==> config.mk <==
export PLATFORM = sky130hd
export DESIGN_NAME = multiplexed_servo_pulse_sequencer
export DESIGN_NICKNAME = d
export VERILOG_FILES = /design/src/mps_pkg.sv /design/src/mps_pos_calc.sv /design/src/mps_frame_timer.sv /design/src/multiplexed_servo_pulse_sequencer.sv
export SDC_FILE = /design/constraint.sdc
export NUM_CORES = 1
export LEC_CHECK = 0
export ABC_AREA = 0
export BUFFER_PORTS_ARGS = -buffer_cell sky130_fd_sc_hd__buf_2
export CORE_AREA = 8 8 136 138
export CTS_CLUSTER_SIZE = 10
export DETAILED_ROUTE_END_ITERATION = 8
export DIE_AREA = 0 0 144 146
export SYNTH_ARGS = -nofsm -noshare
export SYNTH_HDL_FRONTEND = slang
export SYNTH_HIERARCHICAL = 1
export SYNTH_SLANG_ARGS = --single-unit
==> constraint.sdc <==
create_clock -name i_clk -period 6.7 [get_ports i_clk]
set_input_delay 0.335 -clock i_clk [delete_from_list [all_inputs] [get_ports i_clk]]
set_output_delay 0.335 -clock i_clk [all_outputs]
set_load 0.03 [all_outputs]
==> src/mps_pkg.sv <==
// Shared types and constants for the multiplexed servo pulse sequencer.
// No dependencies; imported by every module of the block.
`default_nettype none

package mps_pkg;

    localparam int PINS_W  = 4;
    localparam int SLOT_W  = 3;
    localparam int TICKS_W = 16;
    localparam int POS_W   = 9;
    localparam int CFG_IDX_W  = 2;
    localparam int CFG_DATA_W = 12;

    localparam logic [CFG_IDX_W-1:0] CFG_THIGH_CENTER = 2'd0;
    localparam logic [CFG_IDX_W-1:0] CFG_FOOT_CENTER  = 2'd1;
    localparam logic [CFG_IDX_W-1:0] CFG_FRAME_TOTAL  = 2'd2;

    localparam logic OP_TICK   = 1'b0;
    localparam logic OP_UPDATE = 1'b1;

    localparam logic [7:0]         RESET_THIGH = 8'd100;
    localparam logic [7:0]         RESET_FOOT  = 8'd90;
    localparam logic [11:0]        RESET_FRAME = 12'd1500;
    localparam logic [TICKS_W-1:0] RESET_TICKS = 16'd180;

    // reciprocal of 3 scaled by 2^9, exact for magnitudes up to 255
    localparam logic [15:0] RECIP3     = 16'd171;
    localparam int          RECIP3_SHR = 9;

    typedef struct packed {
        logic [PINS_W-1:0] pins;
        logic [SLOT_W-1:0] slot;
        logic              period_end;
    } t_result;

endpackage

`default_nettype wire

==> src/mps_pos_calc.sv <==
// Servo position calculation from an acceleration pair: x/2 and y/3
// toward zero, added to the centers and clamped. Uses mps_pkg.
`default_nettype none

module mps_pos_calc
    import mps_pkg::*;
(
    input  wire logic signed [7:0]       i_accel_x,
    input  wire logic signed [7:0]       i_accel_y,
    input  wire logic        [7:0]       i_thigh_center,
    input  wire logic        [7:0]       i_foot_center,
    output logic             [POS_W-1:0] o_thigh_pos,
    output logic             [POS_W-1:0] o_foot_pos
);

    logic signed [7:0]  x_adj;
    logic signed [7:0]  x_half;
    logic        [7:0]  y_mag;
    logic        [15:0] y_prod;
    logic        [6:0]  y_q;
    logic signed [7:0]  y_third;
    logic signed [9:0]  thigh_sum;
    logic signed [9:0]  foot_sum;

    function automatic logic [POS_W-1:0] clamp_pos(input logic signed [9:0] v);
        // sums stay below 512, so only the low side needs clamping
        if (v < 0) begin
            return '0;
        end
        return v[POS_W-1:0];
    endfunction

    always_comb begin
        // bias negatives by one so the arithmetic shift truncates toward zero
        x_adj  = i_accel_x + $signed({7'b0, i_accel_x[7]});
        x_half = x_adj >>> 1;

        y_mag   = i_accel_y[7] ? 8'(-i_accel_y) : 8'(i_accel_y);
        y_prod  = {8'b0, y_mag} * RECIP3;
        y_q     = y_prod[RECIP3_SHR+6:RECIP3_SHR];
        y_third = i_accel_y[7] ? -$signed({1'b0, y_q}) : $signed({1'b0, y_q});

        thigh_sum = $signed({2'b0, i_thigh_center}) + $signed({{2{x_half[7]}}, x_half});
        foot_sum  = $signed({2'b0, i_foot_center}) + $signed({{2{y_third[7]}}, y_third});

        o_thigh_pos = clamp_pos(thigh_sum);
        o_foot_pos  = clamp_pos(foot_sum);
    end

endmodule

`default_nettype wire

==> src/mps_frame_timer.sv <==
// Frame timer: slot counter, tick countdown, pin levels and servo positions.
// Produces the next result word for each accepted word. Uses mps_pkg.
`default_nettype none

module mps_frame_timer
    import mps_pkg::*;
#(
    parameter int SERVO_COUNT = 4
) (
    input  wire logic             i_clk,
    input  wire logic             i_rst_n,
    input  wire logic             i_step,
    input  wire logic             i_opcode,
    input  wire logic [POS_W-1:0] i_thigh_pos,
    input  wire logic [POS_W-1:0] i_foot_pos,
    input  wire logic [11:0]      i_frame_total,
    output t_result               o_res
);

    localparam int SW   = $clog2(SERVO_COUNT + 1);
    localparam int IW   = (SERVO_COUNT > 1) ? $clog2(SERVO_COUNT) : 1;
    localparam int SUMW = $clog2(SERVO_COUNT * 511 + 1);
    localparam int CW   = ((SUMW > 12) ? SUMW : 12) + 1;
    localparam int PW   = (SERVO_COUNT > PINS_W) ? SERVO_COUNT : PINS_W;
    localparam int SLW  = (SW > SLOT_W) ? SW : SLOT_W;
    localparam logic [SW-1:0] SLOT_GAP = SW'(SERVO_COUNT);

    logic [SW-1:0]          r_slot, n_slot;
    logic [TICKS_W-1:0]     r_ticks, n_ticks;
    logic [SERVO_COUNT-1:0] r_pins, n_pins;
    logic [POS_W-1:0]       r_pos [SERVO_COUNT];
    logic [POS_W-1:0]       n_pos [SERVO_COUNT];

    logic [SUMW-1:0]        pos_sum;
    logic [CW-1:0]          gap_diff;
    logic [CW+3:0]          gap_scaled;
    logic [TICKS_W-1:0]     gap_ticks;
    logic [IW-1:0]          pos_idx;
    logic                   ended;
    logic [PW-1:0]          pins_wide;
    logic [SLW-1:0]         slot_wide;

    always_comb begin
        pos_sum = '0;
        for (int i = 0; i < SERVO_COUNT; i++) begin
            pos_sum = pos_sum + SUMW'(r_pos[i]);
        end
        gap_diff   = CW'(i_frame_total) - CW'(pos_sum);
        gap_scaled = {gap_diff, 4'b0};
        gap_ticks  = (CW'(pos_sum) >= CW'(i_frame_total)) ? '0 : gap_scaled[TICKS_W-1:0];
    end

    always_comb begin
        n_slot  = r_slot;
        n_ticks = r_ticks;
        n_pins  = r_pins;
        n_pos   = r_pos;
        ended   = 1'b0;
        pos_idx = '0;
        if (i_step) begin
            if (i_opcode == OP_UPDATE) begin
                for (int i = 0; i < SERVO_COUNT; i++) begin
                    n_pos[i] = (i == 1 || i == 2) ? i_thigh_pos : i_foot_pos;
                end
            end else if (r_ticks == '0) begin
                ended  = 1'b1;
                n_slot = (r_slot == SLOT_GAP) ? '0 : r_slot + SW'(1);
                if (n_slot == SLOT_GAP) begin
                    n_pins  = '0;
                    n_ticks = gap_ticks;
                end else begin
                    pos_idx = n_slot[IW-1:0];
                    n_pins  = SERVO_COUNT'(1) << pos_idx;
                    n_ticks = TICKS_W'({r_pos[pos_idx], 5'b0});
                end
            end else begin
                n_ticks = r_ticks - TICKS_W'(1);
            end
        end
    end

    always_ff @(posedge i_clk) begin
        if (!i_rst_n) begin
            r_slot  <= '0;
            r_ticks <= RESET_TICKS;
            r_pins  <= '0;
            for (int i = 0; i < SERVO_COUNT; i++) begin
                r_pos[i] <= (i == 1 || i == 2) ? POS_W'(RESET_THIGH) : POS_W'(RESET_FOOT);
            end
        end else if (i_step) begin
            r_slot  <= n_slot;
            r_ticks <= n_ticks;
            r_pins  <= n_pins;
            r_pos   <= n_pos;
        end
    end

    always_comb begin
        pins_wide        = PW'(n_pins);
        slot_wide        = SLW'(n_slot);
        o_res.pins       = pins_wide[PINS_W-1:0];
        o_res.slot       = slot_wide[SLOT_W-1:0];
        o_res.period_end = ended;
    end

endmodule

`default_nettype wire

==> src/multiplexed_servo_pulse_sequencer.sv <==
// Top level of the multiplexed servo pulse sequencer: config registers,
// input handshake and result register. Uses mps_pkg, mps_pos_calc, mps_frame_timer.
//
//  channel | direction | handshake             | payload
//  --------+-----------+-----------------------+-----------------------------------
//  in      | in        | i_in_valid/o_in_stall | i_opcode, i_accel_x, i_accel_y
//  out     | out       | o_out_valid/i_out_stall| o_servo_pins, o_slot, o_period_end
//  cfg     | in        | i_cfg_we              | i_cfg_index, i_cfg_data
//
// One word per cycle while the input is not stalled: a word is worked in the cycle
// it is accepted and its result sits in the output register from the next cycle.
// The input stalls only while a result is held and the output is stalled.
// Reset restores the centers, the frame total, slot 0, 180 ticks and the
// reset positions; it needs no clearing pass.
`default_nettype none

module multiplexed_servo_pulse_sequencer
    import mps_pkg::*;
#(
    parameter int SERVO_COUNT = 4
) (
    input  wire logic                  i_clk,
    input  wire logic                  i_rst_n,
    input  wire logic                  i_in_valid,
    output logic                       o_in_stall,
    input  wire logic                  i_opcode,
    input  wire logic signed [7:0]     i_accel_x,
    input  wire logic signed [7:0]     i_accel_y,
    output logic                       o_out_valid,
    input  wire logic                  i_out_stall,
    output logic [PINS_W-1:0]          o_servo_pins,
    output logic [SLOT_W-1:0]          o_slot,
    output logic                       o_period_end,
    input  wire logic                  i_cfg_we,
    input  wire logic [CFG_IDX_W-1:0]  i_cfg_index,
    input  wire logic [CFG_DATA_W-1:0] i_cfg_data
);

    logic [7:0]       r_thigh_center;
    logic [7:0]       r_foot_center;
    logic [11:0]      r_frame_total;
    logic             r_out_valid, n_out_valid;
    t_result          r_res;
    t_result          step_res;
    logic             accept;
    logic [POS_W-1:0] thigh_pos;
    logic [POS_W-1:0] foot_pos;

    assign o_in_stall = r_out_valid && i_out_stall;
    assign accept     = i_in_valid && !o_in_stall;

    always_ff @(posedge i_clk) begin
        if (!i_rst_n) begin
            r_thigh_center <= RESET_THIGH;
            r_foot_center  <= RESET_FOOT;
            r_frame_total  <= RESET_FRAME;
        end else if (i_cfg_we) begin
            case (i_cfg_index)
                CFG_THIGH_CENTER: r_thigh_center <= i_cfg_data[7:0];
                CFG_FOOT_CENTER:  r_foot_center  <= i_cfg_data[7:0];
                CFG_FRAME_TOTAL:  r_frame_total  <= i_cfg_data[11:0];
                default: ;
            endcase
        end
    end

    mps_pos_calc u_pos_calc (
        .i_accel_x      (i_accel_x),
        .i_accel_y      (i_accel_y),
        .i_thigh_center (r_thigh_center),
        .i_foot_center  (r_foot_center),
        .o_thigh_pos    (thigh_pos),
        .o_foot_pos     (foot_pos)
    );

    mps_frame_timer #(
        .SERVO_COUNT (SERVO_COUNT)
    ) u_frame_timer (
        .i_clk         (i_clk),
        .i_rst_n       (i_rst_n),
        .i_step        (accept),
        .i_opcode      (i_opcode),
        .i_thigh_pos   (thigh_pos),
        .i_foot_pos    (foot_pos),
        .i_frame_total (r_frame_total),
        .o_res         (step_res)
    );

    always_comb begin
        if (accept) begin
            n_out_valid = 1'b1;
        end else if (i_out_stall) begin
            n_out_valid = r_out_valid;
        end else begin
            n_out_valid = 1'b0;
        end
    end

    always_ff @(posedge i_clk) begin
        if (!i_rst_n) begin
            r_out_valid <= 1'b0;
        end else begin
            r_out_valid <= n_out_valid;
        end
        if (accept) begin
            r_res <= step_res;
        end
    end

    assign o_out_valid  = r_out_valid;
    assign o_servo_pins = r_res.pins;
    assign o_slot       = r_res.slot;
    assign o_period_end = r_res.period_end;

endmodule

`default_nettype wire

# --- After elaboration in Yosys (flattened, before gate mapping) ---
# Cells that the tools add are included.
op_classes:
  addsub: 11
  mux: 23
  eq_ne: 5
  n_shift: 1
  n_mul: 1
  bitwise: 2
  div: 0
  reduce_logical: 10
  order_cmp: 4
op_table:
  columns: ["operator", "count"]
  rows:
  - ["$mux W9", 6]
  - ["$mux W16", 3]
  - ["$add A11 B9 Y11", 2]
  - ["$lt A10 B1 Y1 const B", 2]
  - ["$bmux W9 S2", 1]
  - ["$logic_not A16 Y1", 1]
  - ["$mul A8 B8 Y16 const B", 1]
  - ["$mux W8", 2]
  - ["$sub A16 B1 Y16 const B", 1]
  - ["$ge A11 B12 Y1", 1]
  - ["$mux W4", 3]
  - ["$sub A12 B11 Y12", 1]
  - ["$add A9 B7 Y10", 1]
  - ["$add A9 B8 Y10", 1]
  - ["$add A9 B9 Y10", 1]
  - ["$reduce_and A2 Y1", 5]
  - ["$mux W3", 3]
  - ["$add A8 B2 Y8", 1]
  - ["$neg A7 Y8", 1]
  - ["$neg A8 Y8", 1]
  - ["$eq A3 B3 Y1 const B", 2]
  - ["$mux W1", 5]
  - ["$shl A1 B2 Y4 const A", 1]
  - ["$add A3 B1 Y3 const B", 1]
  - ["other kinds (9)", 10]
totals:
  latchBits: 0
  output_inout_bits: 10
  ram_bits: 0
  inputBits: 36
  word_cells: 69
  memories: 0
  romBits: 0
  ff_bits: 78

# --- Depth between registers and ports, before layout ---
# Gate-level depths: netlist (run 1).
depth:
  ltp_word: 9
  mapped_depth: 32
  depth_no_buf: 31

# --- Modules after synthesis ---
# The synthesis (run 1) kept the hierarchy.
modules_own_cells:
  columns: ["module", "area_each_um2", "cells_each", "n_inst", "seq_area_each_um2"]
  rows:
  - ["mps_frame_timer", 3069.2, 393, 1, 820.8]
  - ["mps_pos_calc", 2721.4, 355, 1, 0.0]
  - ["multiplexed_servo_pulse_sequencer", 1447.6, 129, 1, 820.8]

# --- Least setup slack after synthesis (run 1) ---
# Ideal clock, no wire load.
synth_timing:
  path_type: "input -> register"
  startpoint: "input i_accel_y[0]"
  endpoint: "register u_frame_timer/r_pos[7] (netlist name)"
  path_buffers: 1
  slack_ns: -0.094
  arrival_time_ns: 6.718
  setup_ns: 0.076
  required_time_ns: 6.624
  cell_stages: 30
  cell_sequence: "inv_1 ha_1 mux2i_1 inv_1 xnor2_1 inv_1 fa_1 fa_1 inv_1 fa_1 inv_1 ha_1 a41o_1 a21o_1 a2111oi_2 o211ai_2 a2111oi_4 nor2_1 xnor2_1 ha_1 o21ai_0 inv_1 a2111oi_0 or3_2 buf_4 o22a_1 nand3_1 nor3_1 nand2_1 a21boi_0"
synth_between:
  elab_chain_len: 9
synth_lines:
  columns: ["element", "line_no", "text"]
  rows:
  - ["start, declared", "multiplexed_servo_pulse_sequencer.sv:28", "input wire logic signed [7:0] i_accel_y,"]
  - ["$neg A8 Y8", "mps_pos_calc.sv:38", "y_mag = i_accel_y[7] ? 8'(-i_accel_y) : 8'(i_accel_y);"]
  - ["$mux W8 *", "mps_pos_calc.sv:38", null]
  - ["$mul A8 B8 Y16 *", "mps_pos_calc.sv:39", "y_prod = {8'b0, y_mag} * RECIP3;"]
  - ["$neg A7 Y8", "mps_pos_calc.sv:41", "y_third = i_accel_y[7] ? -$signed({1'b0, y_q}) : $signed({1'b0, y_q});"]
  - ["$mux W8 *", "mps_pos_calc.sv:41", null]
  - ["$add A9 B8 Y10 *", "mps_pos_calc.sv:44", "foot_sum = $signed({2'b0, i_foot_center}) + $signed({{2{y_third[7]}}, y_third});"]
  - ["$lt A10 B1 Y1", "mps_pos_calc.sv:27", "if (v < 0) begin"]
  - ["$mux W1", "mps_pos_calc.sv:27", null]
  - ["$mux W9 *", "mps_pos_calc.sv:30", "return v[POS_W-1:0];"]
  - ["via foot_pos[7]", "multiplexed_servo_pulse_sequencer.sv:47", "logic [POS_W-1:0] foot_pos;"]
  - ["end signal, assigned by index", "mps_frame_timer.sv:88", "r_pos[i] <= (i == 1 || i == 2) ? POS_W'(RESET_THIGH) : POS_W'(RESET_FOOT);"]
  - ["end signal, assigned", "mps_frame_timer.sv:94", "r_pos <= n_pos;"]
  - ["end, declared", "mps_frame_timer.sv:31", "logic [POS_W-1:0] r_pos [SERVO_COUNT];"]
# The timed path passes the listed nets; every way through them passes the cells marked *.
# A chain may end at the register's enable or synchronous reset.

# --- Final worst setup path (run 1) ---
layout_timing:
  startpoint: "input i_accel_y[0]"
  endpoint: "register u_frame_timer/r_pos[8] (netlist name)"
# The elaborated chain is that of the path after synthesis.

==> flow_metrics.tcl, run 1 <==
set metrics [dict create \
    drive_above_1_share_pct 15.6 \
    outcome "completed" \
    synth_area_um2 7240 \
    gp_congestion 0.857 \
    drc 0 \
    crit_cells 31 \
    cts-root-buf "clkbuf_16" \
    drtIter0Drc 310 \
    ys_seq_elements 78 \
    drv_cap 0 \
    core-area_um2 16300 \
    worst_ir_drop_vdd_v 0.000196 \
    io_buffers 45 \
    period_share_pct 95.3 \
    fin_area_um2 8330 \
    cellPowerDensity_nw_per_um2 361 \
    crit_family "adder cells" \
    tightest_slew_ps 771 \
    start_util_pct 44.4 \
    cp-start-kind "primary input" \
    grt_remaining_overflow 0 \
    final_util_pct 51.1 \
    place.detailed.hpwl_um 13500 \
    place_area_um2 7920 \
    regArea_um2 1640 \
    die_y_um 146 \
    synth-warning-count 6 \
    yosysTopAreaCell "dfxtp_1" \
    multi_input_area_um2 5200 \
    ys_types 88 \
    nets 1087 \
    max_freq_mhz 157 \
    wl_um 16900 \
    post-synth-top-count-cell "nand2_1" \
    h-tree-depth 3 \
    synth_commonest_cells "nand2_1, ha_1, inv_1" \
    synth_top_area_share_pct 19.4 \
    rr_endpoint "u_frame_timer/r_ticks[10]" \
    syn_to_final_growth_pct 15.1 \
    clock-sinks 78 \
    synth.area.top_cells "dfxtp_1, ha_1, nand2_1, mux2i_1, fa_1" \
    crit_path_end "u_frame_timer/r_pos[8]" \
    fill_cells 1647 \
    grt_setup_unrepaired "false" \
    timing_worst_setup_path_type "primary input to flip-flop" \
    p_leak_nw 3.69 \
    min_path_type "primary input to flip-flop" \
    wl_per_cell_um 14.4 \
    worstReg2RegStart "u_frame_timer/r_pos[9]" \
    clk_latency_ps 340 \
    synth-edff-count 8 \
    diodes 0 \
    path_clk_slew_ps 60 \
    ant_nets 0 \
    end_kind "flip-flop" \
    cts_buffers 9 \
    grt_max_degree 85 \
    ys_seq_area_share_pct 22.7 \
    reg2reg_depth 16 \
    finalSetupViolations 0 \
    syn_avg_cell_area_um2 8.25 \
    vias_per_cell 5.25 \
    crit_fanout 5 \
    syn_nets 1013 \
    ys_async_sr_fraction_pct 0 \
    floorplan.die_area_um2 21000 \
    timing.final.crit_period_ps 6380 \
    cts_tree "built" \
    clock_skew_ps 6.58 \
    cts_hold_buffers 0 \
    vias 6175 \
    clockBufferDepth 2 \
    fin_hold_ws_ps 228 \
    critPathSlowestCell "fa_1" \
    die_w_um 144 \
    grt_pass1_wl_um 28500 \
    grt_pass1_vias 5924 \
    reg2reg_slack_ps 2950 \
    hold_viol_final 0 \
    antenna_found_initial 0 \
    rows 47 \
    synthCells 877 \
    arrival_ps 6650 \
    slew_violations 0 \
    dr.pass1.iters 5 \
    io_pins 46 \
    cp_data_required_time_ps 6970 \
    critPathLaunch "i_accel_y[0]" \
    relSlewSlack_pct 48.6 \
    cp.buffers_inverters 7 \
    grt_usage_pct 16.5 \
    synth_ff_type "dfxtp_1" \
    cpPeakStageDelay_ps 540 \
]
-- sequential cells by signal, summed over array words and instances, names as in the netlist --
signal and cells:
u_frame_timer/r_pos 18, u_frame_timer/r_slot 3, u_frame_timer/r_ticks 16, o_period_end 1
o_slot 3, o_servo_pins 4, r_foot_center 8, u_frame_timer/r_pins 4
r_frame_total 12, r_thigh_center 8, o_out_valid 1
-- routing by layer --
layer  vias up  share of wire [%]  GRT usage, %
li1       3244                  -             -
met1      2839                 50          22.7
met2        76                 46          26.4
met3        16                3.0          2.92
met4         0               0.87          3.16
met5         -                  0             0
-- metrics by stage --
step / instances / TNS (ps) / setup slack (ps) / power (W)
6_report: 1176 / 0 / 317 / 0.00301
5_1_grt: 1176 / 0 / 15.2 / 0.00329
3_3_place_gp: 1159 / -327 / -53.6 / 0.00239
2_1_floorplan: 877 / 0 / 35.5 / 0.00186
3_5_place_dp: 1159 / -861 / -131 / 0.00240
4_1_cts: 1175 / 0 / 197 / 0.00294
-- worst min path at each step --
stage	slack [ps]	end	startpoint	cells past startpoint
finish	230	o_out_valid	i_in_valid	2
global route	220	o_out_valid	i_in_valid	2
CTS	210	o_out_valid	i_in_valid	2
detailed placement	460	r_thigh_center[4]	r_thigh_center[4]	2
global placement	460	r_thigh_center[4]	r_thigh_center[4]	2
floorplan	440	r_foot_center[0]	r_foot_center[0]	2
-- power breakdown --
part           switching, W  leakage [nW]  internal, W
Combinational       0.00105          2.88     0.000908
Sequential        0.0000235         0.652     0.000498
Clock              0.000195         0.156     0.000335
-- kinds of logic after synthesis --
kind of cell	Yosys count	synth area share, %
adder cells (fa/ha/maj)	100	18.8
multiplexers	33	4.58
AO/OA/AOI/OAI	184	18.1
buffers and inverters	109	6.66
flip-flops	78	22.7
XOR/XNOR	47	5.79
AND/OR/NAND/NOR	326	23.4
-- area by class of cell --
type                            instances  area share [%]
Tap cell                              220            3.30
Multi-Input combinational cell        690            62.5
Clock buffer                           10            2.87
Sequential cell                        78            19.7
Timing Repair Buffer                   94            7.12
Inverter                               78            3.52
Clock inverter                          6            1.02
-- worst register-to-register path: cells and delay by family (launching register included) --
| family | cells | cell delay, ps |
|---|---|---|
| xor+xnor | 1 | 160 |
| fa+ha+maj | 3 | 920 |
| compound gates | 6 | 1350 |
| flops | 1 | 360 |
| buf+inv | 1 | 50 |
| simple gates | 5 | 790 |
-- cell usage in the layout, fill, tap and decap left out, types with 21 or more instances in the layout --
| master | instances |
|---|---|
| a21oi_1 | 32 |
| xnor2_1 | 27 |
| buf_2 | 45 |
| nand2_1 | 108 |
| buf_4 | 49 |
| dfxtp_1 | 70 |
| o211ai_1 | 21 |
| nor2_1 | 55 |
| o21ai_0 | 37 |
| nor3_1 | 21 |
| ha_1 | 83 |
| nand3_1 | 24 |
| mux2i_1 | 31 |
| inv_1 | 77 |
| nor2b_1 | 21 |
-- timing repair --
| item | CTS | global route |
|---|---|---|
| resized for setup | 0 | 14 |
| buffers inserted | 0 | 1 |
| setup endpoints to repair | 0 | 9 |
Power figures use the tool's default switching activity.
==> run 2, diff against run 1 <==
--- a/config.mk
+++ b/config.mk
@@ -11,6 +11,7 @@
 export CTS_CLUSTER_SIZE = 10
 export DETAILED_ROUTE_END_ITERATION = 8
 export DIE_AREA = 0 0 144 146
+export SETUP_SLACK_MARGIN = 0.4
 export SYNTH_ARGS = -nofsm -noshare
 export SYNTH_HDL_FRONTEND = slang
 export SYNTH_HIERARCHICAL = 1
==> run 2 against run 1 <==
Via count hardly changed. Routed wire length is 2.3% higher. Cell area is 1.0% higher. Sequential power hardly changed. Critical endpoint unchanged.
==> flow_metrics.tcl, run 2 (synthesized netlist as in run 1, its figures left out) <==
set metrics [dict create \
    hold_viol_final 0 \
    grt_pass1_vias 5710 \
    core-area_um2 16300 \
    drc 0 \
    relSlewSlack_pct 46.7 \
    rows 47 \
    start_util_pct 44.4 \
    fill_cells 1594 \
    final.setup.tns_ps 0 \
    critPathSlowestCell "fa_1" \
    cellPowerDensity_nw_per_um2 357 \
    critPathMostFrequentCell "inv_2" \
    met2_length_um 8820 \
    wl_um 17300 \
    place_area_um2 7810 \
    cts_tree "built" \
    tightest_slew_ps 799 \
    arrival_ps 6420 \
    diodes 0 \
    reg2reg_slack_ps 2800 \
    clock_skew_ps 8.58 \
    p_leak_nw 3.65 \
    dr.pass1.iters 7 \
    worstReg2RegStart "u_frame_timer/r_pos[9]" \
    crit_fanout 5 \
    met1_length_um 7830 \
    io_buffers 45 \
    cpPeakStageDelay_ps 510 \
    grt_max_degree 85 \
    top_layer_used "met4" \
    antenna_found_initial 0 \
    timing_worst_setup_path_type "primary input to flip-flop" \
    h-tree-depth 3 \
    grt_pass1_wl_um 28000 \
    place.detailed.hpwl_um 13600 \
    period_share_pct 91.8 \
    critPathLaunch "i_accel_y[1]" \
    final_cell_mix "nand2_1, ha_1, inv_1" \
    fin_area_um2 8410 \
    min_path_type "primary input to flip-flop" \
    finalSetupViolations 0 \
    cp_data_required_time_ps 6970 \
    multi_input_area_um2 5410 \
    grt_setup_unrepaired "true" \
    outcome "completed" \
    timing.final.crit_period_ps 6150 \
    path_clk_slew_ps 60 \
    cts_buffers 9 \
    rr_endpoint "u_frame_timer/r_ticks[10]" \
    die_w_um 144 \
    largest_register_ffs 18 \
    nets 1071 \
    layout.cells.most_common "nand2_1" \
    slew_violations 0 \
    gp_congestion 0.834 \
    reg2reg_depth 16 \
    drv_cap 0 \
    grt_usage_pct 16.4 \
    crit_path_end "u_frame_timer/r_pos[8]" \
    io_pins 46 \
    cts-root-buf "clkbuf_16" \
    floorplan.die_area_um2 21000 \
    vias_per_cell 5.32 \
    regArea_um2 1640 \
    regMostFlops "u_frame_timer/r_pos" \
    worst_ir_drop_vdd_v 0.000371 \
    cp-start-kind "primary input" \
    clockBufferDepth 2 \
    drive_above_1_share_pct 16.4 \
    reg_top3 "u_frame_timer/r_pos x18, u_frame_timer/r_ticks x16, r_frame_total x12" \
    clk_latency_ps 340 \
    syn_to_final_growth_pct 16.2 \
    met3_wirelength_um 364 \
    grt_remaining_overflow 0 \
    drtIter0Drc 339 \
    wl_per_cell_um 14.9 \
    max_freq_mhz 163 \
    hold_depth 2 \
    ant_nets 0 \
    end_kind "flip-flop" \
    die_y_um 146 \
    vias 6172 \
    clock-sinks 78 \
]
run 2: cell type report:
cell class | instances | share of cell area [%]
multi-input cells | 690 | 64.3
flip-flops and latches | 78 | 19.5
repair buffers | 78 | 5.93
inverters | 78 | 3.48
well taps | 220 | 3.27
clock buffers | 10 | 2.72
clock inverters | 6 | 0.833
run 2: worst min-delay path by stage:
stage                           startpoint                to
after floorplan           r_foot_center[0]  r_foot_center[0]
after global placement    r_frame_total[9]  r_frame_total[9]
after detailed placement  r_frame_total[9]  r_frame_total[9]
after CTS                       i_in_valid       o_out_valid
after global routing            i_in_valid       o_out_valid
final                           i_in_valid       o_out_valid
run 2: power breakdown:
part | switching (W) | total [W] | internal, W
combinational | 0.00109 | 0.00199 | 0.000898
sequential | 0.0000241 | 0.000522 | 0.000498
clock | 0.000202 | 0.000494 | 0.000291
run 2: through the flow:
stage               hold WS (ps)  setup WS (ps)  power, W  util [%]  instances
CTS                          211            432   0.00288      49.9       1150
detailed placement           466          -2.52   0.00237      48.0       1134
finish                       220            548   0.00301      51.7       1160
global route                 217            280   0.00327      51.7       1160
global placement             461           50.7   0.00237      48.0       1134
floorplan                    439            410   0.00190         -        877
run 2: critical path: cells and delay by family:
kind                     cells  cell delay, ps
adder cells (fa/ha/maj)      6            2240
AO/OA/AOI/OAI               10            2210
AND/OR/NAND/NOR              4             660
buffers and inverters        7             520
XOR/XNOR                     2             270
multiplexers                 1             160
run 2: what timing repair did:
| item | 4_1_cts | 5_1_grt |
|---|---|---|
| setup endpoints to repair | 6 | 9 |
| buffers inserted | 0 | 10 |
| gates resized for setup | 3 | 42 |
| pin swaps | 1 | 15 |
| hold buffers | 0 | 0 |
run 2: routing by layer:
| layer | vias to the layer above | global-route usage (%) |
|---|---|---|
| li1 | 3225 | - |
| met5 | - | 0 |
| met4 | 0 | 5.37 |
| met1 | 2854 | 20.0 |
| met2 | 73 | 29.0 |
| met3 | 20 | 2.13 |
==> run 3, diff against run 2 <==
--- a/config.mk
+++ b/config.mk
@@ -7,10 +7,10 @@
 export LEC_CHECK = 0
 export ABC_AREA = 0
 export BUFFER_PORTS_ARGS = -buffer_cell sky130_fd_sc_hd__buf_2
-export CORE_AREA = 8 8 136 138
+export CORE_AREA = 2 2 130 132
 export CTS_CLUSTER_SIZE = 10
 export DETAILED_ROUTE_END_ITERATION = 8
-export DIE_AREA = 0 0 144 146
+export DIE_AREA = 0 0 132 134
 export SETUP_SLACK_MARGIN = 0.4
 export SYNTH_ARGS = -nofsm -noshare
 export SYNTH_HDL_FRONTEND = slang
==> run 3 against run 2 <==
Cell area is essentially flat. Register-to-register slack about the same. Clock skew is 2.8 ps higher. Setup slack better by 90 ps. Power fell by 0.38%. Critical path type unchanged. Largest cell class unchanged.
==> flow_metrics.tcl, run 3 (synthesized netlist as in run 1, its figures left out) <==
set metrics [dict create \
    drive_above_1_share_pct 17.2 \
    cp-start-kind "primary input" \
    min_path_type "primary input to flip-flop" \
    core-area_um2 16300 \
    cp_data_required_time_ps 6880 \
    rows 47 \
    p_leak_nw 3.67 \
    place.detailed.hpwl_um 13300 \
    reg2reg_depth 16 \
    vias 6187 \
    seqPwrFrac_pct 17.5 \
    path_clk_slew_ps 60 \
    cts_tree "built" \
    final_cell_mix "nand2_1, ha_1, inv_1" \
    pwr-share-comb_pct 66.0 \
    die_w_um 132 \
    cts-root-buf "clkbuf_16" \
    cellPowerDensity_nw_per_um2 355 \
    timing_worst_setup_path_type "primary input to flip-flop" \
    nets 1071 \
    place_ws_ps 26.7 \
    grt_remaining_overflow 0 \
    relSlewSlack_pct 48.0 \
    io_buffers 45 \
    largest_register_ffs 18 \
    final.setup.tns_ps 0 \
    grt_max_degree 85 \
    grt_pass1_vias 5929 \
    drc 0 \
    slew_violations 0 \
    io_pins 46 \
    clockBufferDepth 2 \
    wl_per_cell_um 14.5 \
    clk_latency_ps 340 \
    crit_fanout 6 \
    antenna_found_initial 0 \
    cts_buffers 9 \
    h-tree-depth 3 \
    grt_pass1_wl_um 28100 \
    grt_setup_unrepaired "true" \
    reg_top3 "u_frame_timer/r_pos x18, u_frame_timer/r_ticks x16, r_frame_total x12" \
    arrival_ps 6240 \
    clkPwrFrac_pct 16.6 \
    drv_cap 0 \
    min_from "i_in_valid" \
    end_kind "flip-flop" \
    syn_to_final_growth_pct 16.4 \
    max_freq_mhz 165 \
    fin_cells 1160 \
    finalSetupViolations 0 \
    regMostFlops "u_frame_timer/r_pos" \
    reg2reg_slack_ps 2800 \
    min_to "o_out_valid" \
    timing.final.crit_period_ps 6060 \
    outcome "completed" \
    vias_per_cell 5.33 \
    wl_um 16900 \
    layout.cells.most_common "nand2_1" \
    fill_cells 1581 \
    clock-sinks 78 \
    tightest_slew_ps 780 \
    clock_skew_ps 11.4 \
    switching_share_pct 44.2 \
    hold_depth 2 \
    p_switching_w 0.00132 \
    drtIter0Drc 241 \
    fin_hold_ws_ps 217 \
    dr.pass1.iters 5 \
    period_share_pct 90.5 \
    die_y_um 134 \
    diodes 0 \
    hold_viol_final 0 \
    worstReg2RegStart "u_frame_timer/r_pos[9]" \
    worst_slack_ps 638 \
    gp_congestion 0.869 \
    rr_endpoint "u_frame_timer/r_ticks[10]" \
    floorplan.die_area_um2 17700 \
    start_util_pct 44.4 \
    power.internal_w 0.00167 \
    worst_ir_drop_vdd_v 0.000391 \
    dp_cells 1132 \
    ant_nets 0 \
    grt_usage_pct 19.4 \
]
==> run 3: cell types whose count changed in the layout (fill, tap and decap cells not counted), sizes merged <==
cell	delta
clkinv	-2
clkinvlp	+1
inv	+1
==> run 3: worst max-delay path by stage <==
stage	start	end	slack, ps	depth (start not counted)
finish	i_accel_y[2]	u_frame_timer/r_pos[6]	640	28
global route	i_accel_y[2]	u_frame_timer/r_pos[3]	230	28
CTS	i_accel_y[0]	u_frame_timer/r_pos[7]	410	29
detailed placement	i_accel_y[0]	u_frame_timer/r_pos[7]	30	28
global placement	i_accel_y[0]	u_frame_timer/r_pos[6]	90	29
floorplan	i_accel_y[1]	u_frame_timer/r_pos[8]	410	29
==> run 3: routing by layer <==
metal | vias up | GRT usage, % | wire, um
met1 | 2879 | 24.1 | 7760
met2 | 67 | 33.8 | 8360
met3 | 27 | 3.21 | 268
met4 | 0 | 7.13 | 457
met5 | - | 0 | 0
li1 | 3214 | - | -
==> run 3: stage by stage <==
step           util, %  total power [W]  cell area, um^2
5_1_grt           51.7          0.00328             8420
2_1_floorplan        -          0.00190             7330
3_3_place_gp      47.9          0.00232             7800
6_report          51.7          0.00299             8420
3_5_place_dp      47.9          0.00234             7800
4_1_cts           49.9          0.00286             8120
==> run 3: repair_timing <==
item / 4_1_cts / 5_1_grt
resized for setup: 2 / 50
pin swaps: 1 / 32
gates cloned: 0 / 0
endpoints found under the setup margin: 7 / 9
hold buffers: 0 / 0
buffers inserted: 2 / 10
==> run 3: power by group through the flow <==
| stage | registers (W) | clock network, W | logic [W] |
|---|---|---|---|
| finish | 0.000523 | 0.000495 | 0.00198 |
| global route | 0.000527 | 0.000530 | 0.00222 |
| floorplan | 0.000529 | 0 | 0.00137 |
| detailed placement | 0.000534 | 0 | 0.00180 |
| CTS | 0.000523 | 0.000510 | 0.00183 |
| global placement | 0.000533 | 0 | 0.00179 |
==> run 3: critical path, stage by stage <==
cell,delay [ps]
buf_2,180
o31ai_4,260
xnor2_2,190
xnor2_2,150
inv_1,70
fa_1,480
fa_1,550
inv_2,50
fa_1,520
inv_2,50
ha_4,250
a21o_2,190
a21o_1,210
a2111oi_4,320
o211ai_2,170
buf_4,180
o31ai_2,220
xnor2_1,160
ha_1,290
o21ai_1,140
inv_1,90
a2111oi_4,370
o31a_1,260
o2111ai_4,170
o211ai_1,180
nor3_2,60
nand2_1,60
nand3_1,80
==> run 3: area by class of cell <==
type / count / area [um^2] / share of cell area [%]
multi-input cells: 690 / 5410 / 64.2
repair buffers: 78 / 498 / 5.91
flip-flops and latches: 78 / 1640 / 19.5
inverters: 78 / 300 / 3.57
clock buffers: 10 / 229 / 2.72
well taps: 220 / 275 / 3.27
clock inverters: 6 / 68.8 / 0.817
